File: src/design/tmc_pkg.sv
// tmc_pkg: shared types, constants and the millivolt breakpoint table
// for the thermistor millivolt to celsius converter
// no dependencies
`timescale 1ns / 1ps
`default_nettype none

package tmc_pkg;

  // built-in table size and field widths
  localparam int unsigned BUILTIN_ENTRIES = 34;
  localparam int unsigned TBL_IDX_W       = 6;
  localparam int unsigned MV_W            = 13;
  localparam int unsigned PT_W            = 12;
  localparam int unsigned TEMP_W          = 8;
  localparam int unsigned QUOT_W          = 3;
  localparam int unsigned NUM_W           = 15;

  // temperature of entry 0 and the step between entries
  localparam int FIRST_TEMP_INT = -40;
  localparam int TEMP_STEP_INT  = 5;
  localparam logic signed [TEMP_W-1:0] FIRST_TEMP = TEMP_W'(FIRST_TEMP_INT);
  localparam logic signed [TEMP_W-1:0] TEMP_STEP  = TEMP_W'(TEMP_STEP_INT);

  // item classes decided by the front end
  localparam logic [1:0] KIND_COLD   = 2'd0;  // at or above first breakpoint
  localparam logic [1:0] KIND_HOT    = 2'd1;  // at or below last breakpoint
  localparam logic [1:0] KIND_SEARCH = 2'd2;  // inside the table, interpolate

  // one queued item
  typedef struct packed {
    logic [1:0]      kind;
    logic [MV_W-1:0] mv;
  } tmc_item_t;

  // falling breakpoints in mV, 5 degrees apart from -40 C
  function automatic logic [PT_W-1:0] mv_point(input logic [TBL_IDX_W-1:0] idx);
    logic [PT_W-1:0] pt;
    case (idx)
      6'd0:    pt = 12'd2992;
      6'd1:    pt = 12'd2969;
      6'd2:    pt = 12'd2940;
      6'd3:    pt = 12'd2904;
      6'd4:    pt = 12'd2861;
      6'd5:    pt = 12'd2809;
      6'd6:    pt = 12'd2748;
      6'd7:    pt = 12'd2677;
      6'd8:    pt = 12'd2596;
      6'd9:    pt = 12'd2503;
      6'd10:   pt = 12'd2401;
      6'd11:   pt = 12'd2290;
      6'd12:   pt = 12'd2170;
      6'd13:   pt = 12'd2045;
      6'd14:   pt = 12'd1916;
      6'd15:   pt = 12'd1784;
      6'd16:   pt = 12'd1651;
      6'd17:   pt = 12'd1520;
      6'd18:   pt = 12'd1392;
      6'd19:   pt = 12'd1269;
      6'd20:   pt = 12'd1153;
      6'd21:   pt = 12'd1045;
      6'd22:   pt = 12'd944;
      6'd23:   pt = 12'd852;
      6'd24:   pt = 12'd767;
      6'd25:   pt = 12'd691;
      6'd26:   pt = 12'd621;
      6'd27:   pt = 12'd559;
      6'd28:   pt = 12'd502;
      6'd29:   pt = 12'd452;
      6'd30:   pt = 12'd407;
      6'd31:   pt = 12'd366;
      6'd32:   pt = 12'd330;
      6'd33:   pt = 12'd297;
      default: pt = 12'd0;
    endcase
    return pt;
  endfunction

endpackage

`default_nettype wire

File: src/design/tmc_front.sv
// tmc_front: accepts input beats and sorts them into clamp or search items
// depends on tmc_pkg
`timescale 1ns / 1ps
`default_nettype none

module tmc_front #(
  parameter int unsigned N_USED = 34
) (
  input  wire logic                  in_valid,
  output logic                       in_ready,
  input  wire logic [tmc_pkg::MV_W-1:0] in_mv,
  input  wire logic                  q_full,
  output logic                       q_push,
  output tmc_pkg::tmc_item_t         q_item
);
  import tmc_pkg::*;

  localparam logic [PT_W-1:0] FIRST_PT = mv_point(TBL_IDX_W'(0));
  localparam logic [PT_W-1:0] LAST_PT  = mv_point(TBL_IDX_W'(N_USED - 1));

  // take a beat whenever the queue has room
  assign in_ready = !q_full;
  assign q_push   = in_valid && !q_full;

  // classify against the two table ends
  always_comb begin
    q_item.mv = in_mv;
    if (in_mv >= {1'b0, FIRST_PT}) begin
      q_item.kind = KIND_COLD;
    end else if (in_mv <= {1'b0, LAST_PT}) begin
      q_item.kind = KIND_HOT;
    end else begin
      q_item.kind = KIND_SEARCH;
    end
  end

endmodule

`default_nettype wire

File: src/design/tmc_queue.sv
// tmc_queue: two-entry queue of classified items between front and back end
// depends on tmc_pkg
`timescale 1ns / 1ps
`default_nettype none

module tmc_queue (
  input  wire logic               clk,
  input  wire logic               rst_n,
  input  wire logic               push,
  input  wire tmc_pkg::tmc_item_t push_item,
  output logic                    full,
  input  wire logic               pop,
  output logic                    pop_valid,
  output tmc_pkg::tmc_item_t      pop_item
);
  import tmc_pkg::*;

  tmc_item_t  slot_r [2];
  logic       wr_ptr_r, wr_ptr_nxt;
  logic       rd_ptr_r, rd_ptr_nxt;
  logic [1:0] cnt_r, cnt_nxt;
  logic       do_push, do_pop;

  assign full      = (cnt_r == 2'd2);
  assign pop_valid = (cnt_r != 2'd0);
  assign pop_item  = slot_r[rd_ptr_r];
  assign do_push   = push && !full;
  assign do_pop    = pop && pop_valid;

  // pointer and fill count
  always_comb begin
    wr_ptr_nxt = wr_ptr_r ^ do_push;
    rd_ptr_nxt = rd_ptr_r ^ do_pop;
    cnt_nxt    = cnt_r;
    if (do_push && !do_pop) begin
      cnt_nxt = cnt_r + 2'd1;
    end else if (do_pop && !do_push) begin
      cnt_nxt = cnt_r - 2'd1;
    end
  end

  always_ff @(posedge clk) begin
    if (!rst_n) begin
      wr_ptr_r <= 1'b0;
      rd_ptr_r <= 1'b0;
      cnt_r    <= 2'd0;
    end else begin
      wr_ptr_r <= wr_ptr_nxt;
      rd_ptr_r <= rd_ptr_nxt;
      cnt_r    <= cnt_nxt;
    end
  end

  // payload slots
  always_ff @(posedge clk) begin
    if (do_push) begin
      slot_r[wr_ptr_r] <= push_item;
    end
  end

endmodule

`default_nettype wire

File: src/design/tmc_back.sv
// tmc_back: walks the breakpoint table, divides the segment offset and
// holds the result beat; depends on tmc_pkg
`timescale 1ns / 1ps
`default_nettype none

module tmc_back #(
  parameter int unsigned N_USED = 34
) (
  input  wire logic                         clk,
  input  wire logic                         rst_n,
  input  wire logic                         q_valid,
  input  wire tmc_pkg::tmc_item_t           q_item,
  output logic                              q_pop,
  output logic                              out_valid,
  input  wire logic                         out_ready,
  output logic signed [tmc_pkg::TEMP_W-1:0] out_temp
);
  import tmc_pkg::*;

  localparam int unsigned IDX_W = (N_USED > 2) ? $clog2(N_USED) : 1;
  localparam logic signed [TEMP_W-1:0] LAST_TEMP =
    TEMP_W'(FIRST_TEMP_INT + TEMP_STEP_INT * (N_USED - 1));

  localparam logic [1:0] ST_IDLE   = 2'd0;
  localparam logic [1:0] ST_SEARCH = 2'd1;
  localparam logic [1:0] ST_DIV    = 2'd2;
  localparam logic [1:0] ST_DONE   = 2'd3;

  logic [1:0]               state_r, state_nxt;
  logic [IDX_W-1:0]         k_r, k_nxt;
  logic signed [TEMP_W-1:0] base_r, base_nxt;
  logic [MV_W-1:0]          mv_r, mv_nxt;
  logic [NUM_W-1:0]         rem_r, rem_nxt;
  logic [PT_W-1:0]          span_r, span_nxt;
  logic [1:0]               step_r, step_nxt;
  logic [QUOT_W-2:0]        quot_r, quot_nxt;
  logic signed [TEMP_W-1:0] res_r, res_nxt;
  logic                     out_valid_r, out_valid_nxt;
  logic signed [TEMP_W-1:0] out_temp_r, out_temp_nxt;

  logic [PT_W-1:0]  pt_k, pt_prev;
  logic [PT_W-1:0]  diff;
  logic [MV_W-1:0]  diff_w;
  logic [NUM_W-1:0] span_sh;
  logic             ge;
  logic             out_free;

  // table reads at the current and previous breakpoint
  assign pt_k    = mv_point(TBL_IDX_W'(k_r));
  assign pt_prev = mv_point(TBL_IDX_W'(k_r - IDX_W'(1)));
  assign diff_w  = {1'b0, pt_prev} - mv_r;
  assign diff    = diff_w[PT_W-1:0];

  // restoring divide step, quotient fits in three bits
  assign span_sh = {{(NUM_W - PT_W){1'b0}}, span_r} << step_r;
  assign ge      = (span_r != '0) && (rem_r >= span_sh);

  assign out_free  = !out_valid_r || out_ready;
  assign q_pop     = (state_r == ST_IDLE) && q_valid;
  assign out_valid = out_valid_r;
  assign out_temp  = out_temp_r;

  // sequencer
  always_comb begin
    state_nxt     = state_r;
    k_nxt         = k_r;
    base_nxt      = base_r;
    mv_nxt        = mv_r;
    rem_nxt       = rem_r;
    span_nxt      = span_r;
    step_nxt      = step_r;
    quot_nxt      = quot_r;
    res_nxt       = res_r;
    out_valid_nxt = out_valid_r && !out_ready;
    out_temp_nxt  = out_temp_r;
    case (state_r)
      ST_IDLE: begin
        if (q_valid) begin
          mv_nxt   = q_item.mv;
          k_nxt    = IDX_W'(1);
          base_nxt = FIRST_TEMP;
          case (q_item.kind)
            KIND_COLD: begin
              res_nxt   = FIRST_TEMP;
              state_nxt = ST_DONE;
            end
            KIND_HOT: begin
              res_nxt   = LAST_TEMP;
              state_nxt = ST_DONE;
            end
            KIND_SEARCH: begin
              state_nxt = ST_SEARCH;
            end
            default: begin
              res_nxt   = FIRST_TEMP;
              state_nxt = ST_DONE;
            end
          endcase
        end
      end
      ST_SEARCH: begin
        if ({1'b0, pt_k} < mv_r) begin
          // segment found: offset times five over the span
          rem_nxt   = {1'b0, diff, 2'b00} + {{(NUM_W - PT_W){1'b0}}, diff};
          span_nxt  = pt_prev - pt_k;
          step_nxt  = 2'd2;
          quot_nxt  = '0;
          state_nxt = ST_DIV;
        end else if (k_r == IDX_W'(N_USED - 1)) begin
          res_nxt   = LAST_TEMP;
          state_nxt = ST_DONE;
        end else begin
          k_nxt    = k_r + IDX_W'(1);
          base_nxt = base_r + TEMP_STEP;
        end
      end
      ST_DIV: begin
        if (ge) begin
          rem_nxt = rem_r - span_sh;
        end
        quot_nxt = {quot_r[0], ge};
        if (step_r == 2'd0) begin
          res_nxt   = base_r + TEMP_W'({quot_r, ge});
          state_nxt = ST_DONE;
        end else begin
          step_nxt = step_r - 2'd1;
        end
      end
      ST_DONE: begin
        if (out_free) begin
          out_valid_nxt = 1'b1;
          out_temp_nxt  = res_r;
          state_nxt     = ST_IDLE;
        end
      end
      default: begin
        state_nxt = ST_IDLE;
      end
    endcase
  end

  // control state
  always_ff @(posedge clk) begin
    if (!rst_n) begin
      state_r     <= ST_IDLE;
      out_valid_r <= 1'b0;
    end else begin
      state_r     <= state_nxt;
      out_valid_r <= out_valid_nxt;
    end
  end

  // datapath registers
  always_ff @(posedge clk) begin
    k_r        <= k_nxt;
    base_r     <= base_nxt;
    mv_r       <= mv_nxt;
    rem_r      <= rem_nxt;
    span_r     <= span_nxt;
    step_r     <= step_nxt;
    quot_r     <= quot_nxt;
    res_r      <= res_nxt;
    out_temp_r <= out_temp_nxt;
  end

endmodule

`default_nettype wire

File: src/design/thermistor_mv_to_celsius.sv
// thermistor_mv_to_celsius: millivolts in, whole degrees celsius out, by
// table walk with linear interpolation (N_USED is TABLE_ENTRIES capped at
// 34); search walks one breakpoint per cycle, then a restoring divide runs;
// the back end pops a new item only once its last result is in the output register.
// synchronous active-low reset empties the queue and drops any pending result
`timescale 1ns / 1ps
`default_nettype none

module thermistor_mv_to_celsius #(
  parameter int unsigned TABLE_ENTRIES = 34
) (
  input  wire logic        clk,
  input  wire logic        rst_n,
  input  wire logic        in_tvalid,
  output logic             in_tready,
  input  wire logic [15:0] in_tdata,   // [12:0] millivolts, [15:13] zero
  output logic             out_tvalid,
  input  wire logic        out_tready,
  output logic [7:0]       out_tdata   // [7:0] temp_celsius
);
  import tmc_pkg::*;

  localparam int unsigned N_USED =
    (TABLE_ENTRIES < BUILTIN_ENTRIES) ? TABLE_ENTRIES : BUILTIN_ENTRIES;

  logic                     q_full;
  logic                     q_push;
  tmc_item_t                push_item;
  logic                     q_pop;
  logic                     q_valid;
  tmc_item_t                pop_item;
  logic signed [TEMP_W-1:0] temp;

  // front end: accept and classify
  tmc_front #(.N_USED(N_USED)) u_front (
    .in_valid (in_tvalid),
    .in_ready (in_tready),
    .in_mv    (in_tdata[MV_W-1:0]),
    .q_full   (q_full),
    .q_push   (q_push),
    .q_item   (push_item)
  );

  // queue between the two sides
  tmc_queue u_queue (
    .clk       (clk),
    .rst_n     (rst_n),
    .push      (q_push),
    .push_item (push_item),
    .full      (q_full),
    .pop       (q_pop),
    .pop_valid (q_valid),
    .pop_item  (pop_item)
  );

  // back end: search, divide, result register
  tmc_back #(.N_USED(N_USED)) u_back (
    .clk       (clk),
    .rst_n     (rst_n),
    .q_valid   (q_valid),
    .q_item    (pop_item),
    .q_pop     (q_pop),
    .out_valid (out_tvalid),
    .out_ready (out_tready),
    .out_temp  (temp)
  );

  assign out_tdata = temp;

endmodule

`default_nettype wire

File: config.mk
export PLATFORM = sky130hd
export DESIGN_NAME = thermistor_mv_to_celsius
export DESIGN_NICKNAME = d
export VERILOG_FILES = /design/src/design/tmc_pkg.sv /design/src/design/tmc_front.sv /design/src/design/tmc_queue.sv /design/src/design/tmc_back.sv /design/src/design/thermistor_mv_to_celsius.sv
export SDC_FILE = /design/constraint.sdc
export NUM_CORES = 1
export LEC_CHECK = 0
export ABC_AREA = 1
export BUFFER_PORTS_ARGS = -buffer_cell sky130_fd_sc_hd__buf_4
export CAP_MARGIN = 20
export CORE_AREA = 2 2 143 145
export CTS_BUF_LIST = sky130_fd_sc_hd__clkbuf_4 sky130_fd_sc_hd__clkbuf_8 sky130_fd_sc_hd__clkbuf_16
export DETAILED_ROUTE_END_ITERATION = 16
export DIE_AREA = 0 0 145 147
export MAX_ROUTING_LAYER = met4
export PLACE_DENSITY_LB_ADDON = 0.05
export RECOVER_POWER = 100
export SYNTH_ARGS = -nofsm -noshare
export SYNTH_HDL_FRONTEND = slang
export SYNTH_SLANG_ARGS = --single-unit
File: constraint.sdc
create_clock -name clk -period 5.5 [get_ports clk]
set_clock_uncertainty 0.1 [all_clocks]
set_input_delay 1.1 -clock clk [delete_from_list [all_inputs] [get_ports clk]]
set_output_delay 1.1 -clock clk [all_outputs]
set_load 0.05 [all_outputs]
==> flow_metrics.env <==
export IMPL_status="finished, final reports clean"
export IMPL_htreeDepth=4
export IMPL_crit_type="flip-flop to flip-flop"
export IMPL_worst_skew_pair_late_latency_ns=0.43
export IMPL_start_kind="flip-flop"
export IMPL_layout_drive_gt1_share_pct=7.67
export IMPL_syn_to_final_growth_pct=11.7
export IMPL_ys_warnings_count=0
export IMPL_drc=0
export IMPL_max_freq_mhz=200
export IMPL_final_common_cell="nand2_1"
export IMPL_crit_required_ns=5.57
export IMPL_finalSetupViolCount=0
export IMPL_routed_wl_um=21200
export IMPL_clockBufferDepth=2
export IMPL_max_cap_violations=0
export IMPL_drtIter0Drc=392
export IMPL_synthMuxAreaShare_pct=2.09
export IMPL_synth_compound_area_share_pct=13.9
export IMPL_hp_class="flip-flop to flip-flop"
export IMPL_synth_xor_area_share_pct=2.73
export IMPL_ys_seq_area_share_pct=39.2
export IMPL_grt_pass1_wl_um=35400
export IMPL_postCtsSetupBuffers=0
export IMPL_dieHeight_um=147
export IMPL_async_flop_share_pct=0
export IMPL_drt_pass1_iter_count=5
export IMPL_grt_max_degree=28
export IMPL_final_period_utilization_pct=90.8
export IMPL_synth_edf_count=104
export IMPL_final_cell_mix="258 x nand2_1, 146 x inv_1, 104 x edfxtp_1, 98 x a21oi_1, 86 x ha_1"
export IMPL_clock_sinks=124
export IMPL_yosys_area_share_simple_pct=21.4
export IMPL_vias=7236
export IMPL_cts_root_buf="clkbuf_16"
export IMPL_synth_top_family_by_area="simple AND/OR/NAND/NOR gates"
export IMPL_vias_per_cell=5.06
export IMPL_hold_viol=0
export IMPL_worst_slew_pin_slew_ns=1.25
export IMPL_detail_route_antenna_nets=0
export IMPL_antenna_found_initial=0
export IMPL_slew_viol_final=0
export IMPL_syn_nets=1220
export IMPL_timing_rr_start="u_back.k_r[0]"
export IMPL_placed_area_mm2=0.00955
export IMPL_core_mm2=0.0198
export IMPL_pin_count=30
export IMPL_synth_seq_cells=124
export IMPL_dieArea_mm2=0.0213
export IMPL_synth_fa_ha_area_share_pct=13.2
export IMPL_worstHoldStart="u_back.res_r[3]"
export IMPL_antenna_cells=0
export IMPL_rows=52
export IMPL_fp_dieW_um=145
export IMPL_clk_pin_slew_worst_paths_ns=0.06
export IMPL_r2r_slack_ns=0.51
export IMPL_dpl_hpwl_um=16200
export IMPL_netlist_instances=1108
export IMPL_netlist_area_mm2=0.00899
export IMPL_initial_core_util_pct=45.3
export IMPL_io_buffers=26
export IMPL_stdcell_area_mm2=0.0100
export IMPL_synth_distinct_cells=52
export IMPL_post_cts_resized=0
export IMPL_cp_startpoint="u_back.k_r[0]"
export IMPL_cp_data_arrival_time_ns=5.06
export IMPL_gp_congestion=0.904
export IMPL_layout_nets=1260
export IMPL_tritoncts="yes"
export IMPL_wire_per_inst_um=14.8
export IMPL_end_kind="flip-flop"
export IMPL_post_route_min_period_ns=4.99
export IMPL_grt_usage_pct=21.5
export IMPL_grt_pass1_vias=6993
export IMPL_grt_overflow=0
export IMPL_ys_flop_type="edfxtp_1"
export IMPL_slew_limit_headroom_pct=16.7
export IMPL_crit_fanout=8
export IMPL_cts_buffers=17
export IMPL_avgSynthCellArea_um2=8.12
export IMPL_fin_tns_setup_ns=0
export IMPL_rsz0062_at_grt="false"
export IMPL_holdBufCountCts=0
metrics by stage:
stage | setup slack (ns) | utilization, % | instances | hold slack (ns)
detailed placement | 0.385 | 48.1 | 1399 | 0.306
global route | 0.0179 | 50.6 | 1431 | 0.328
floorplan | 0.686 | - | 1108 | 0.300
finish | 0.508 | 50.6 | 1431 | 0.321
CTS | 0.368 | 51.1 | 1431 | 0.325
global placement | 0.423 | 48.1 | 1399 | 0.301
critical path, cell delays in order (launching register included):
cell and delay (ns):
edfxtp_1 0.40, inv_2 0.15, ha_1 0.19, buf_4 0.14
nand2_1 0.06, xor2_1 0.18, inv_1 0.08, nor3_1 0.36
a21oi_1 0.15, a31oi_1 0.34, inv_1 0.11, fa_1 0.49
o21ai_0 0.30, nand2_1 0.13, nand3_1 0.09, nand2_1 0.12
ha_1 0.36, nand2_1 0.08, o21a_1 0.18, nand2_1 0.08
and2_0 0.23, nand4_1 0.12, nand2_1 0.10, nand2_1 0.06
nand2_1 0.06, o21ai_0 0.09
synth_stat cells (2+ instances only):
cell | n | share of area (%)
nand2_1 | 256 | 11
inv_1 | 145 | 6.1
edfxtp_1 | 104 | 35
a21oi_1 | 98 | 5.5
ha_1 | 87 | 12
o21ai_0 | 81 | 4.5
nor2_1 | 75 | 3.1
nand3_1 | 58 | 3.2
xor2_1 | 22 | 2.1
dfxtp_1 | 20 | 4.5
nor3_1 | 18 | 1.0
mux2_2 | 14 | 1.8
clkbuf_1 | 13 | 0.54
nand4_1 | 11 | 0.77
a31oi_1 | 10 | 0.70
buf_2 | 6 | 0.33
or2_2 | 6 | 0.42
xnor2_1 | 6 | 0.58
a211oi_1 | 5 | 0.42
fa_1 | 5 | 1.1
inv_2 | 5 | 0.21
nand2_2 | 5 | 0.35
o21bai_1 | 5 | 0.42
a21o_1 | 4 | 0.33
o211ai_1 | 4 | 0.33
and2_1 | 3 | 0.21
mux2i_1 | 3 | 0.33
nand2_4 | 3 | 0.38
nand3b_1 | 3 | 0.25
nor4_1 | 3 | 0.21
o21ai_1 | 3 | 0.17
o31ai_1 | 3 | 0.25
buf_4 | 2 | 0.17
clkinv_1 | 2 | 0.084
nor2_2 | 2 | 0.14
o311ai_0 | 2 | 0.19
area by class of cell:
type                       count  area [µm²]
fill                        1976        9800
sequential                   124        3520
clock buffer                  18         433
tap                          270         338
multi-input combinational    810        4800
inverter                     152         571
clock inverter                14         161
timing repair buffer          43         225
worst paths after layout:
path                              to  depth (start not counted)
setup / recovery    u_back.rem_r[13]                         25
hold / removal    u_back.out_temp[3]                          0
setup reg to reg    u_back.rem_r[13]                         25
hold reg to reg   u_back.out_temp[3]                          0
routing by layer:
metal	routed length, µm	global-route usage, %	vias to the layer above
li1	-	-	3851
met1	10300	28.2	3224
met2	9750	34.3	130
met3	672	3.07	31
met4	489	7.52	0
met5	0	-	-
state kept, by name (all words and copies together), names as in the netlist, named ones only:
| signal | count |
|---|---|
| u_back.rem_r | 15 |
| u_back.quot_r | 2 |
| u_queue.slot_r | 30 |
| u_back.res_r | 8 |
| u_back.mv_r | 13 |
| u_back.k_r | 6 |
| u_back.state_r | 2 |
| u_back.span_r | 12 |
| u_back.out_valid | 1 |
| u_queue.rd_ptr_r | 1 |
| u_queue.cnt_r | 2 |
| u_back.base_r | 8 |
| u_queue.wr_ptr_r | 1 |
| u_back.out_temp | 8 |
| u_back.pt_k | 12 |
| u_back.step_r | 2 |
cell families (layout without fill, tap and decap cells):
group	count (synthesis)	count (layout)
buf+inv	174	227
simple gates	448	448
xor+xnor	28	28
mux	17	17
flops	124	124
compound gates	225	225
fa+ha+maj	92	92
Power is not shown: default switching activity piles up to over one toggle a cycle in this logic, so the estimate is an artifact.
